[src/sv/bda_pkg.sv]
// Shared types and constants for the binary to decimal ASCII converter.
// No dependencies; imported by the controller, datapath and top level.
`timescale 1ns / 1ps
`default_nettype none

package bda_pkg;

  localparam int ValueWidth = 16;
  localparam int DigitWidth = 4;
  localparam int CharWidth  = 6;
  localparam int MaxDigits  = 5;
  localparam int CountWidth = 3;

  // Division by ten of a 16-bit value: q = (v * 52429) >> 19, exact for every 16-bit v.
  localparam logic [16:0] RecipTen   = 17'd52429;
  localparam int          RecipShift = 19;

  localparam logic [CharWidth-1:0] AsciiZero = 6'd48;

  // Commands from the controller to the datapath.
  typedef struct packed {
    logic load;   // capture the input value, clear the digit stack
    logic step;   // divide by ten once and push the remainder digit
    logic pop;    // drop the digit that was just delivered
  } cmd_t;

  // Status from the datapath to the controller.
  typedef struct packed {
    logic conv_done;  // the current step produces the final digit
    logic last;       // the digit on the output is the least significant one
  } stat_t;

endpackage

`default_nettype wire

[src/sv/bda_ctrl.sv]
// Controller state machine for the binary to decimal ASCII converter.
// Depends on bda_pkg for the command and status structs.
`timescale 1ns / 1ps
`default_nettype none

module bda_ctrl (
  input  wire logic          clk,
  input  wire logic          rst,
  input  wire logic          in_valid,
  output logic               in_ready,
  output logic               out_valid,
  input  wire logic          out_ready,
  input  wire bda_pkg::stat_t stat,
  output bda_pkg::cmd_t      cmd
);
  import bda_pkg::*;

  typedef enum logic [2:0] {
    ST_IDLE = 3'b001,
    ST_CONV = 3'b010,
    ST_EMIT = 3'b100
  } state_t;

  state_t state, state_next;

  always_ff @(posedge clk) begin
    if (rst) begin
      state <= ST_IDLE;
    end else begin
      state <= state_next;
    end
  end

  assign in_ready  = (state == ST_IDLE);
  assign out_valid = (state == ST_EMIT);

  always_comb begin
    state_next = state;
    cmd        = '0;
    case (state)
      ST_IDLE: begin
        if (in_valid) begin
          cmd.load   = 1'b1;
          state_next = ST_CONV;
        end
      end
      ST_CONV: begin
        cmd.step = 1'b1;
        if (stat.conv_done) begin
          state_next = ST_EMIT;
        end
      end
      ST_EMIT: begin
        if (out_ready) begin
          cmd.pop = 1'b1;
          if (stat.last) begin
            state_next = ST_IDLE;
          end
        end
      end
      default: begin
        state_next = ST_IDLE;
      end
    endcase
  end

endmodule

`default_nettype wire

[src/sv/bda_dpath.sv]
// Datapath for the binary to decimal ASCII converter: divide-by-ten unit,
// digit stack and ASCII output. Depends on bda_pkg.
`timescale 1ns / 1ps
`default_nettype none

module bda_dpath (
  input  wire logic                                 clk,
  input  wire logic                                 rst,
  input  wire bda_pkg::cmd_t                        cmd,
  input  wire logic [bda_pkg::ValueWidth-1:0]       value,
  output bda_pkg::stat_t                            stat,
  output logic [bda_pkg::CharWidth-1:0]             digit_char,
  output logic                                      last_digit
);
  import bda_pkg::*;

  logic [ValueWidth-1:0] val;
  logic [DigitWidth-1:0] digs [MaxDigits];
  logic [CountWidth-1:0] cnt;

  logic [ValueWidth+16:0] prod;
  logic [ValueWidth-1:0]  quot;
  logic [ValueWidth-1:0]  quot_x10;
  logic [ValueWidth-1:0]  rem_full;
  logic [DigitWidth-1:0]  rem;

  assign prod     = val * RecipTen;
  assign quot     = ValueWidth'(prod >> RecipShift);
  assign quot_x10 = (quot << 3) + (quot << 1);
  assign rem_full = val - quot_x10;
  assign rem      = rem_full[DigitWidth-1:0];

  always_ff @(posedge clk) begin
    if (cmd.load) begin
      val <= value;
    end else if (cmd.step) begin
      val <= quot;
    end
  end

  // The newest digit sits at the top of the stack and is delivered first.
  always_ff @(posedge clk) begin
    if (cmd.step) begin
      digs[0] <= rem;
      for (int i = 1; i < MaxDigits; i++) begin
        digs[i] <= digs[i-1];
      end
    end else if (cmd.pop) begin
      for (int i = 0; i < MaxDigits-1; i++) begin
        digs[i] <= digs[i+1];
      end
    end
  end

  always_ff @(posedge clk) begin
    if (rst || cmd.load) begin
      cnt <= '0;
    end else if (cmd.step) begin
      cnt <= cnt + 1'b1;
    end else if (cmd.pop) begin
      cnt <= cnt - 1'b1;
    end
  end

  assign stat.conv_done = (quot == '0) || (cnt == CountWidth'(MaxDigits - 1));
  assign stat.last      = (cnt == CountWidth'(1));

  assign digit_char = AsciiZero + {{(CharWidth-DigitWidth){1'b0}}, digs[0]};
  assign last_digit = stat.last;

endmodule

`default_nettype wire

[src/sv/binary_to_decimal_ascii_core.sv]
// Unsigned 16-bit binary to decimal ASCII converter, most significant digit first.
// An accepted request is converted at one digit per cycle (1 to 5 digits), and the
// first digit is shown in the cycle after the last step; digits then follow at one
// per cycle while out_ready is high. The single divide-by-ten unit and the serial
// output take one request at a time. Reset returns to idle, no digits.
`timescale 1ns / 1ps
`default_nettype none

module binary_to_decimal_ascii_core (
  input  wire logic                                 clk,
  input  wire logic                                 rst,
  input  wire logic                                 in_valid,
  output logic                                      in_ready,
  input  wire logic [bda_pkg::ValueWidth-1:0]       value,
  output logic                                      out_valid,
  input  wire logic                                 out_ready,
  output logic [bda_pkg::CharWidth-1:0]             digit_char,
  output logic                                      last_digit
);
  import bda_pkg::*;

  // The controller sequences load, conversion and delivery; the datapath holds
  // the remaining value, the digit stack and the digit count.
  cmd_t  cmd;
  stat_t stat;

  bda_ctrl u_ctrl (
    .clk       (clk),
    .rst       (rst),
    .in_valid  (in_valid),
    .in_ready  (in_ready),
    .out_valid (out_valid),
    .out_ready (out_ready),
    .stat      (stat),
    .cmd       (cmd)
  );

  // Each conversion step divides by ten with a reciprocal multiply and pushes the
  // remainder; digits come back off the stack in reverse order, which is the
  // most significant first. A zero request still produces one '0' digit.
  bda_dpath u_dpath (
    .clk        (clk),
    .rst        (rst),
    .cmd        (cmd),
    .value      (value),
    .stat       (stat),
    .digit_char (digit_char),
    .last_digit (last_digit)
  );

endmodule

`default_nettype wire

[config.mk]
export PLATFORM = sky130hd
export DESIGN_NAME = binary_to_decimal_ascii_core
export DESIGN_NICKNAME = d
export VERILOG_FILES = /design/src/sv/bda_pkg.sv /design/src/sv/bda_ctrl.sv /design/src/sv/bda_dpath.sv /design/src/sv/binary_to_decimal_ascii_core.sv
export SDC_FILE = /design/constraint.sdc
export NUM_CORES = 1
export LEC_CHECK = 0
export ABC_AREA = 1
export BUFFER_PORTS_ARGS = -buffer_cell sky130_fd_sc_hd__buf_2
export CAP_MARGIN = 20
export CORE_MARGIN = 2
export CORE_UTILIZATION = 55
export DETAILED_ROUTE_END_ITERATION = 7
export GPL_TIMING_DRIVEN = 0
export HOLD_SLACK_MARGIN = 0.06
export PLACE_DENSITY = 0.72
export RECOVER_POWER = 100
export SLEW_MARGIN = 20
export SYNTH_ARGS = -nofsm -noshare
export SYNTH_HDL_FRONTEND = slang
export SYNTH_SLANG_ARGS = --single-unit
[constraint.sdc]
create_clock -name clk -period 14.5 [get_ports clk]
set_clock_uncertainty 0.05 [all_clocks]
set_input_delay 2.175 -clock clk [delete_from_list [all_inputs] [get_ports clk]]
set_output_delay 2.175 -clock clk [all_outputs]
set_load 0.005 [all_outputs]
=== Word-level counts from Yosys, hierarchy flattened ===
Memories as Yosys holds them, arrays and structs flattened.
Index checks and enable logic that the tools add are counted.

* Bits in registers: 22
* Memory bits (writable): 20
* Memories kept: 1
* Output and inout bits: 9
* Logic and storage cells: 52

{| class="wikitable"
|+ Memory list
! memory !! words !! width !! rd ports !! clocked after memory_dff !! wr ports !! RTL line !! RTL
|-
| u_dpath.digs || 5 || 4 || 5 || 0 || 5 || bda_dpath.sv:18 || <nowiki>logic [DigitWidth-1:0] digs [MaxDigits];</nowiki>
|}

* Equal/unequal tests: 9
* Muxes and demuxes: 23
* $add $sub $neg: 5
* Reductions and logical operators: 6
* Bitwise logic cells: 4
* Multiply operators: 1

{| class="wikitable"
|+ Operators by type and width
! operator !! count
|-
| $mul A16 B16 Y32 const B || 1
|-
| $mux W16 || 2
|-
| $mux W3 || 6
|-
| $logic_not A16 Y1 || 1
|-
| $mux W4 || 4
|-
| $mux W1 || 10
|-
| $pmux W3 S3 || 1
|-
| $add A5 B5 Y6 const A || 1
|-
| $eq A3 B1 Y1 const B || 2
|-
| $eq A3 B3 Y1 const B || 2
|-
| $add A4 B4 Y4 || 1
|-
| $ne A2 B1 Y1 const B || 2
|-
| $ne A2 B2 Y1 const B || 2
|-
| $or A1 B1 Y1 || 4
|-
| $reduce_and A4 Y1 || 1
|-
| $reduce_bool A2 Y1 || 2
|-
| $sub A4 B4 Y4 || 1
|-
| $add A3 B1 Y3 const B || 1
|-
| $eq A3 B2 Y1 const B || 1
|-
| $sub A3 B1 Y3 const B || 1
|-
| $logic_or A1 B1 Y1 || 2
|}

=== Depth between registers and ports, before layout ===
Gate-level depths: netlist of run 1.

* Depth after elaboration: 6
* Gate-level depth with buffers: 30
* Depth with buffers taken out: 30

=== Hierarchy ===
Synthesis of run 1 repeated with hierarchy kept, for this count alone.

* Cell total of the unflattened synthesis: 989
* Area total of the unflattened synthesis: 7617.3 µm²

{| class="wikitable"
|+ Modules (own cells, without submodules)
! module !! cells each !! instances !! area each (µm²) !! seq. area each (µm²)
|-
| bda_dpath || 959 || 1 || 7429.6 || 1141.1
|-
| bda_ctrl || 30 || 1 || 187.7 || 60.1
|}

=== Worst setup path after synthesis of run 1 ===
OpenSTA, ideal clock, no wires.

* Kind: reg2reg
* Start point: register u_dpath.val[6]
* End point: memory u_dpath.digs[0][3], data pin
* Slack: 8918 ps
* Stages on the path, launching flop included: 28
* Setup time: 266 ps
* Arrival time: 5266 ps
* Period minus slack after synthesis: 5582 ps
* Data required time: 14184 ps
* Cells stage by stage: edfxtp_1 > ha_1 > inv_1 > fa_1 > inv_1 > fa_1 > fa_1 > fa_1 > inv_1 > fa_1 > inv_1 > ha_1 > nand2_1 > inv_1 > nand2_4 > inv_1 > nand2_1 > nand3_1 > inv_1 > nand3_1 > nand2_1 > inv_1 > ha_1 > xor2_1 > xor2_1 > a21oi_1 > nand3b_1 > o21ai_0

{| class="wikitable"
|+ RTL lines
! what !! RTL line !! RTL
|-
| from (decl) || bda_dpath.sv:17 || <nowiki>logic [ValueWidth-1:0] val;</nowiki>
|-
| from (signal assigned) || bda_dpath.sv:35 || <nowiki>val <= value;</nowiki>
|-
| from (signal assigned) || bda_dpath.sv:37 || <nowiki>val <= quot;</nowiki>
|-
| to (decl) || bda_dpath.sv:18 ||
|}

=== Final worst setup path of run 1 ===
* Start point: register u_dpath.val[5]
* End point: register u_ctrl.state[2]

* Word-level cells in the longest chain between the ends: 5

{| class="wikitable"
|+ Ends and longest elaborated chain
! what !! RTL line !! RTL
|-
| $mul A16 B16 Y32 || bda_dpath.sv:27 || <nowiki>assign prod = val * RecipTen;</nowiki>
|-
| $logic_not A16 Y1 || bda_dpath.sv:65 || <nowiki>assign stat.conv_done = (quot == '0) || (cnt == CountWidth'(MaxDigits - 1));</nowiki>
|-
| $logic_or A1 B1 Y1 || bda_dpath.sv:65 ||
|-
| $ne A2 B2 Y1 (no source line) || - ||
|-
| $reduce_and A4 Y1 (no source line) || - ||
|-
| to (signal assigned) || bda_ctrl.sv:30 || <nowiki>state <= state_next;</nowiki>
|-
| to (decl) || bda_ctrl.sv:24 || <nowiki>state_t state, state_next;</nowiki>
|}

No other way between the ends.
A chain may end at the register's enable or synchronous reset.

==> results of run 1 <==
-- critical path, delay by kind of cell, from the launching register on --
family / cells / cell delay, ns
buf+inv: 5 / 0.36
simple gates: 10 / 1.93
xor+xnor: 1 / 0.20
compound gates: 1 / 0.12
fa+ha+maj: 7 / 3.30
flops: 1 / 0.56
-- routing by layer --
| metal | part of all wire [%] | routed length [um] |
|---|---|---|
| met5 | 0 | 0 |
| met4 | 2.5 | 448 |
| met3 | 6.1 | 1073 |
| met2 | 44 | 7767 |
| met1 | 48 | 8424 |
-- placed cells by master, fill, tap and decap left out, types with 2 or more instances in the layout --
| cell | n |
|---|---|
| a21o_1 | 2 |
| a21oi_1 | 23 |
| a31oi_1 | 9 |
| buf_2 | 24 |
| buf_4 | 2 |
| clkbuf_1 | 7 |
| clkbuf_16 | 5 |
| clkbuf_4 | 4 |
| clkinv_1 | 2 |
| conb_1 | 2 |
| dfxtp_1 | 6 |
| edfxtp_1 | 36 |
| fa_1 | 79 |
| ha_1 | 139 |
| inv_1 | 292 |
| nand2_1 | 236 |
| nand2_2 | 4 |
| nand3_1 | 29 |
| nand3_2 | 2 |
| nand3b_1 | 3 |
| nand4_1 | 5 |
| nor2_1 | 55 |
| nor2_2 | 6 |
| nor2_4 | 2 |
| nor3_1 | 7 |
| o21ai_0 | 18 |
| xnor2_1 | 5 |
| xor2_1 | 8 |
-- flip-flops by register name, indices dropped and copies added, names as in the netlist --
name	cells
u_dpath.val	16
u_ctrl.state	3
u_dpath.cnt	3
u_dpath.digs	20
-- logic make-up after synthesis --
logic type      Yosys count  synth area share, %
xor+xnor                 13                1.499
compound gates           55                3.970
other cells               1              0.04938
flops                    42                15.82
simple gates            350                19.52
fa+ha+maj               218                43.72
buf+inv                 306                15.42
-- layout make-up --
| type | instances | area, sq um |
|---|---|---|
| flip-flops and latches | 42 | 1201 |
| plain buffers | 11 | 63.81 |
| well taps | 176 | 220.2 |
| multi-input cells | 638 | 5185 |
| fillers | 1251 | 5293 |
| clock buffers | 5 | 125.1 |
| repair buffers | 26 | 127.6 |
| inverters | 295 | 1107 |
| clock inverters | 3 | 25.02 |
-- worst max path at each step --
stage                   startpoint                  to  slack, ns  depth (start not counted)
floorplan           u_dpath.val[6]  u_dpath.digs[0][3]       8.92                         27
global placement    u_dpath.val[5]  u_dpath.digs[0][3]       8.26                         29
detailed placement  u_dpath.val[5]  u_dpath.digs[0][3]       8.21                         29
CTS                 u_dpath.val[5]  u_dpath.digs[0][3]       8.16                         29
global route        u_dpath.val[5]     u_ctrl.state[2]       7.69                         24
finish              u_dpath.val[5]     u_ctrl.state[2]       7.92                         24
-- per-stage QoR --
step,setup WS [ns],area [sq um]
finish,7.916,8055
global placement,8.263,7949
global route,7.687,8055
floorplan,8.918,7599
CTS,8.156,8104
detailed placement,8.206,7954
==> flow_summary.ini, run 1 <==
[setup_path]
critical_path_arrival_ns = 6.77
critPathKind = flip-flop to flip-flop
reg2reg_depth = 24
reg2reg_from = u_dpath.val[5]
slowest_delay_ns = 0.58
end_kind = flip-flop
cp_max_fo = 6
cp_cell_sequence = ha_1, xor2_1, ha_1, fa_1, inv_1, fa_1, inv_1, fa_1, inv_1, fa_1, inv_1, ha_1, nand2_1, nor2_1, clkinv_1, nor3_1, nand3b_1, nand3_1, nand2_1, nor3_1, nand2_1, nand2_1, nand2_1, a21oi_2
r2r_end = u_ctrl.state[2]
crit_top_cell = nand2_1
cpMaxStageDelayCell = fa_1
crit_path_start_kind = flip-flop
reg2reg_setup_slack_ns = 7.92
worstPathRequired_ns = 14.68

[synthesis]
synthMostInstantiatedCell = inv_1
async_flop_share_pct = 0
syn_avg_cell_area_sq_um = 7.710
synth_edf_count = 36
synth_seq_area_share_pct = 15.82
synthCells = 985
synth_area_leaders = ha_1, fa_1, inv_1, edfxtp_1, nand2_1
yosysTopAreaCell = ha_1
yosysUniqueCellTypes = 32
synth_top_area_share_pct = 22.90
netlist_area_sq_um = 7595
yosys-top-cells-count = inv_1, nand2_1, ha_1, fa_1, nor2_1
yosysWarnings = 0
ys_seq_elements = 42
synth_ff_type = edfxtp_1

[sta]
timing.fmax_mhz = 151.9
tightest_slew_ns = 1.153
drv_slew = 0
holdWs_ns = 0.4043
tns_ns = 0
slew-limit-headroom_pct = 22.55
final.period_utilization_pct = 45.41
finalSetupViolCount = 0
hold_viol = 0
rsz0062_at_grt = no
period_needed_ns = 6.584

[hold_path]
hp-start = u_dpath.digs[0][13]
hold_class = flip-flop to flip-flop
hold_depth = 0
hold_end = u_dpath.digs[1][1]

[global_routing]
use_met2_pct = 42.31
busiest_layer = met2
track_usage_pct = 26.70
grt_first_pass_wirelength_um = 29940
grt-ovfl-total = 0
antenna_found_initial = 0
first_global_vias = 6152
grt_use_met3_pct = 3.383
grt_util_met1_pct = 38.32
grt_start_max_net_pins = 19

[clock_tree]
clkTransAtPathRegs_ns = 0.06
post_cts_buffers = 0
clkLatencyLatePin_ns = 0.29
cts_hold_buf = 0
clockRootBuffer = clkbuf_16
cts_tree = built
cts_resized = 0
clock_path_buffers = 2
cts_buffers = 5
clock_sinks = 42
h-tree-depth = 2

[placed_design]
dp_cells = 1188
gp_congestion = 0.9987
dp_hpwl_um = 15460
port_buffers = 26

[status]
status = finished clean

[detailed_routing]
viasPerCell = 4.974
routed_wl_um = 17710
num_vias = 5949
drc = 0
drt-pass1-iter-count = 5
ant_nets = 0
wl_per_cell_um = 14.81
initialDrtViolationCount = 375

[floorplan]
core-area_sq_um = 13350
rows = 42
start_util_pct = 56.90
dieWidth_um = 121.5
die_y_um = 121.5
io_pins = 29
fp.dieArea_sq_um = 14760

[finish]
utilization_pct = 60.35
area_growth_pct = 6.063
diodes = 0
final_cells = 1196
drive_above_1_share_pct = 5.490
layout.nets = 1257

[job]
cap_violations = 0
Power of run 1 is left out: the tool's default activity adds up to more than one toggle a clock period on the data nets, which glitch-free logic cannot reach.
==> inputs of run 2 (changes only) <==
==> constraint.sdc (replaced) <==
create_clock -name clk -period 6.3 [get_ports clk]
set_clock_uncertainty 0.05 [all_clocks]
set_input_delay 0.945 -clock clk [delete_from_list [all_inputs] [get_ports clk]]
set_output_delay 0.945 -clock clk [all_outputs]
set_load 0.005 [all_outputs]
==> run 2 against run 1 <==
Net effect:
- cell count is 2.4% higher
- largest cell class unchanged
- final area is 5.1% higher
- critical path depth is 6 higher
- via count is 2.8% higher
- die area stayed put
==> flow_summary.ini, run 2 (same netlist as run 1, synthesis figures left out) <==
[status]
status = finished clean

[setup_path]
critical_path_arrival_ns = 5.95
cp_max_fo = 5
reg2reg_from = u_dpath.val[4]
crit_top_cell = inv_1
cpMaxStageDelayCell = fa_1
crit_path_start_kind = flip-flop
setup.worst_path.start = u_dpath.val[4]
worstPathRequired_ns = 6.27
end_kind = flip-flop
critPathKind = flip-flop to flip-flop
slowest_delay_ns = 0.58

[floorplan]
start_util_pct = 56.90
core-area_sq_um = 13350
die_y_um = 121.5
rows = 42
io_pins = 29
dieWidth_um = 121.5
fp.dieArea_sq_um = 14760

[finish]
layout.nets = 1286
multiInputGateArea_sq_um = 5379
largest_register_ffs = 20
fin_area_sq_um = 8467
largest_register = u_dpath.digs
n_fill_cell = 1168
seqCellArea_sq_um = 1201
area_growth_pct = 11.48
final_cell_mix = inv_1, nand2_1, ha_1
final_cells = 1225
drive_above_1_share_pct = 10.96
diodes = 0
final_common_cell = inv_1
reg.largest.list = u_dpath.digs x20, u_dpath.val x16

[sta]
timing.fmax_mhz = 167.4
holdWs_ns = 0.4037
finalSetupViolCount = 0
final.period_utilization_pct = 94.84
hold_viol = 0
period_needed_ns = 5.975
tightest_slew_ns = 1.150
slew-limit-headroom_pct = 22.72
drv_slew = 0

[detailed_routing]
num_vias = 6115
drt-pass1-iter-count = 5
routed_wl_um = 18780
ant_nets = 0
wl_per_cell_um = 15.33
drc = 0
viasPerCell = 4.992
initialDrtViolationCount = 395

[clock_tree]
clkTransAtPathRegs_ns = 0.06
cts_hold_buf = 0
clock_path_buffers = 2
cts_buffers = 5
clockRootBuffer = clkbuf_16
clkLatencyLatePin_ns = 0.30
cts_tree = built
clock_sinks = 42
h-tree-depth = 2

[placed_design]
dp_cells = 1188
dp_hpwl_um = 15460
dpl_cell_area_sq_um = 7954
port_buffers = 26
gp_congestion = 0.9987

[global_routing]
track_usage_pct = 26.74
first_global_vias = 6162
antenna_found_initial = 0
grt-ovfl-total = 0
grt_start_max_net_pins = 19
grt_first_pass_wirelength_um = 29980

[hold_path]
hold_class = flip-flop to flip-flop
hp-start = u_dpath.digs[0][13]

[job]
cap_violations = 0
## run 2: cell count changes in the layout (fill, tap and decap cells not counted), sizes merged
cell / change
inv: +1
clkinv: -1
buf: +29
## run 2: per-layer routing
metal | share of wire [%] | GRT usage [%] | vias up
met5 | 0 | 0 | -
met4 | 2.9 | 8.333 | 0
met3 | 5.6 | 3.383 | 37
met2 | 45 | 42.38 | 165
met1 | 47 | 38.38 | 2837
li1 | - | - | 3076
## run 2: cell type report
class,count,area share [%]
plain buffers,11,0.7537
multi-input cells,638,63.53
well taps,176,2.601
inverters,295,13.08
clock inverters,3,0.2956
flip-flops and latches,42,14.19
repair buffers,55,4.079
clock buffers,5,1.478
## run 2: critical path, delay by kind of cell, from the launching register on
family	cells	cell delay, ns
DFF	1	0.37
adders and majority gates	8	3.26
buffers and inverters	9	0.71
and+or+nand+nor	9	0.72
AOI/OAI and AO/OA	1	0.09
xor gates and xnor gates	3	0.53
## run 2: timing repair
item	4_1_cts	5_1_grt
resized for setup	1	21
pin swaps	0	11
endpoints found under the setup margin	1	5
setup buffers	1	28
cloned	0	0
## run 2: through the flow
step	setup WS [ns]	setup TNS (ns)	util, %
CTS	0.01179	0	60.79
global placement	0.06285	0	59.55
finish	0.3251	0	63.43
detailed placement	0.005668	0	59.59
floorplan	0.7182	0	-
global route	-0.02232	-0.02232	63.43
## run 2: worst paths after layout
kind | endpoint | cells after the start | slack (ns)
max | u_dpath.digs[0][3] | 30 | 0.33
min reg2reg | u_dpath.digs[1][1] | 0 | 0.40
max reg2reg | u_dpath.digs[0][3] | 30 | 0.33
min | u_dpath.digs[1][1] | 0 | 0.40
Power of run 2 is left out for the same reason.
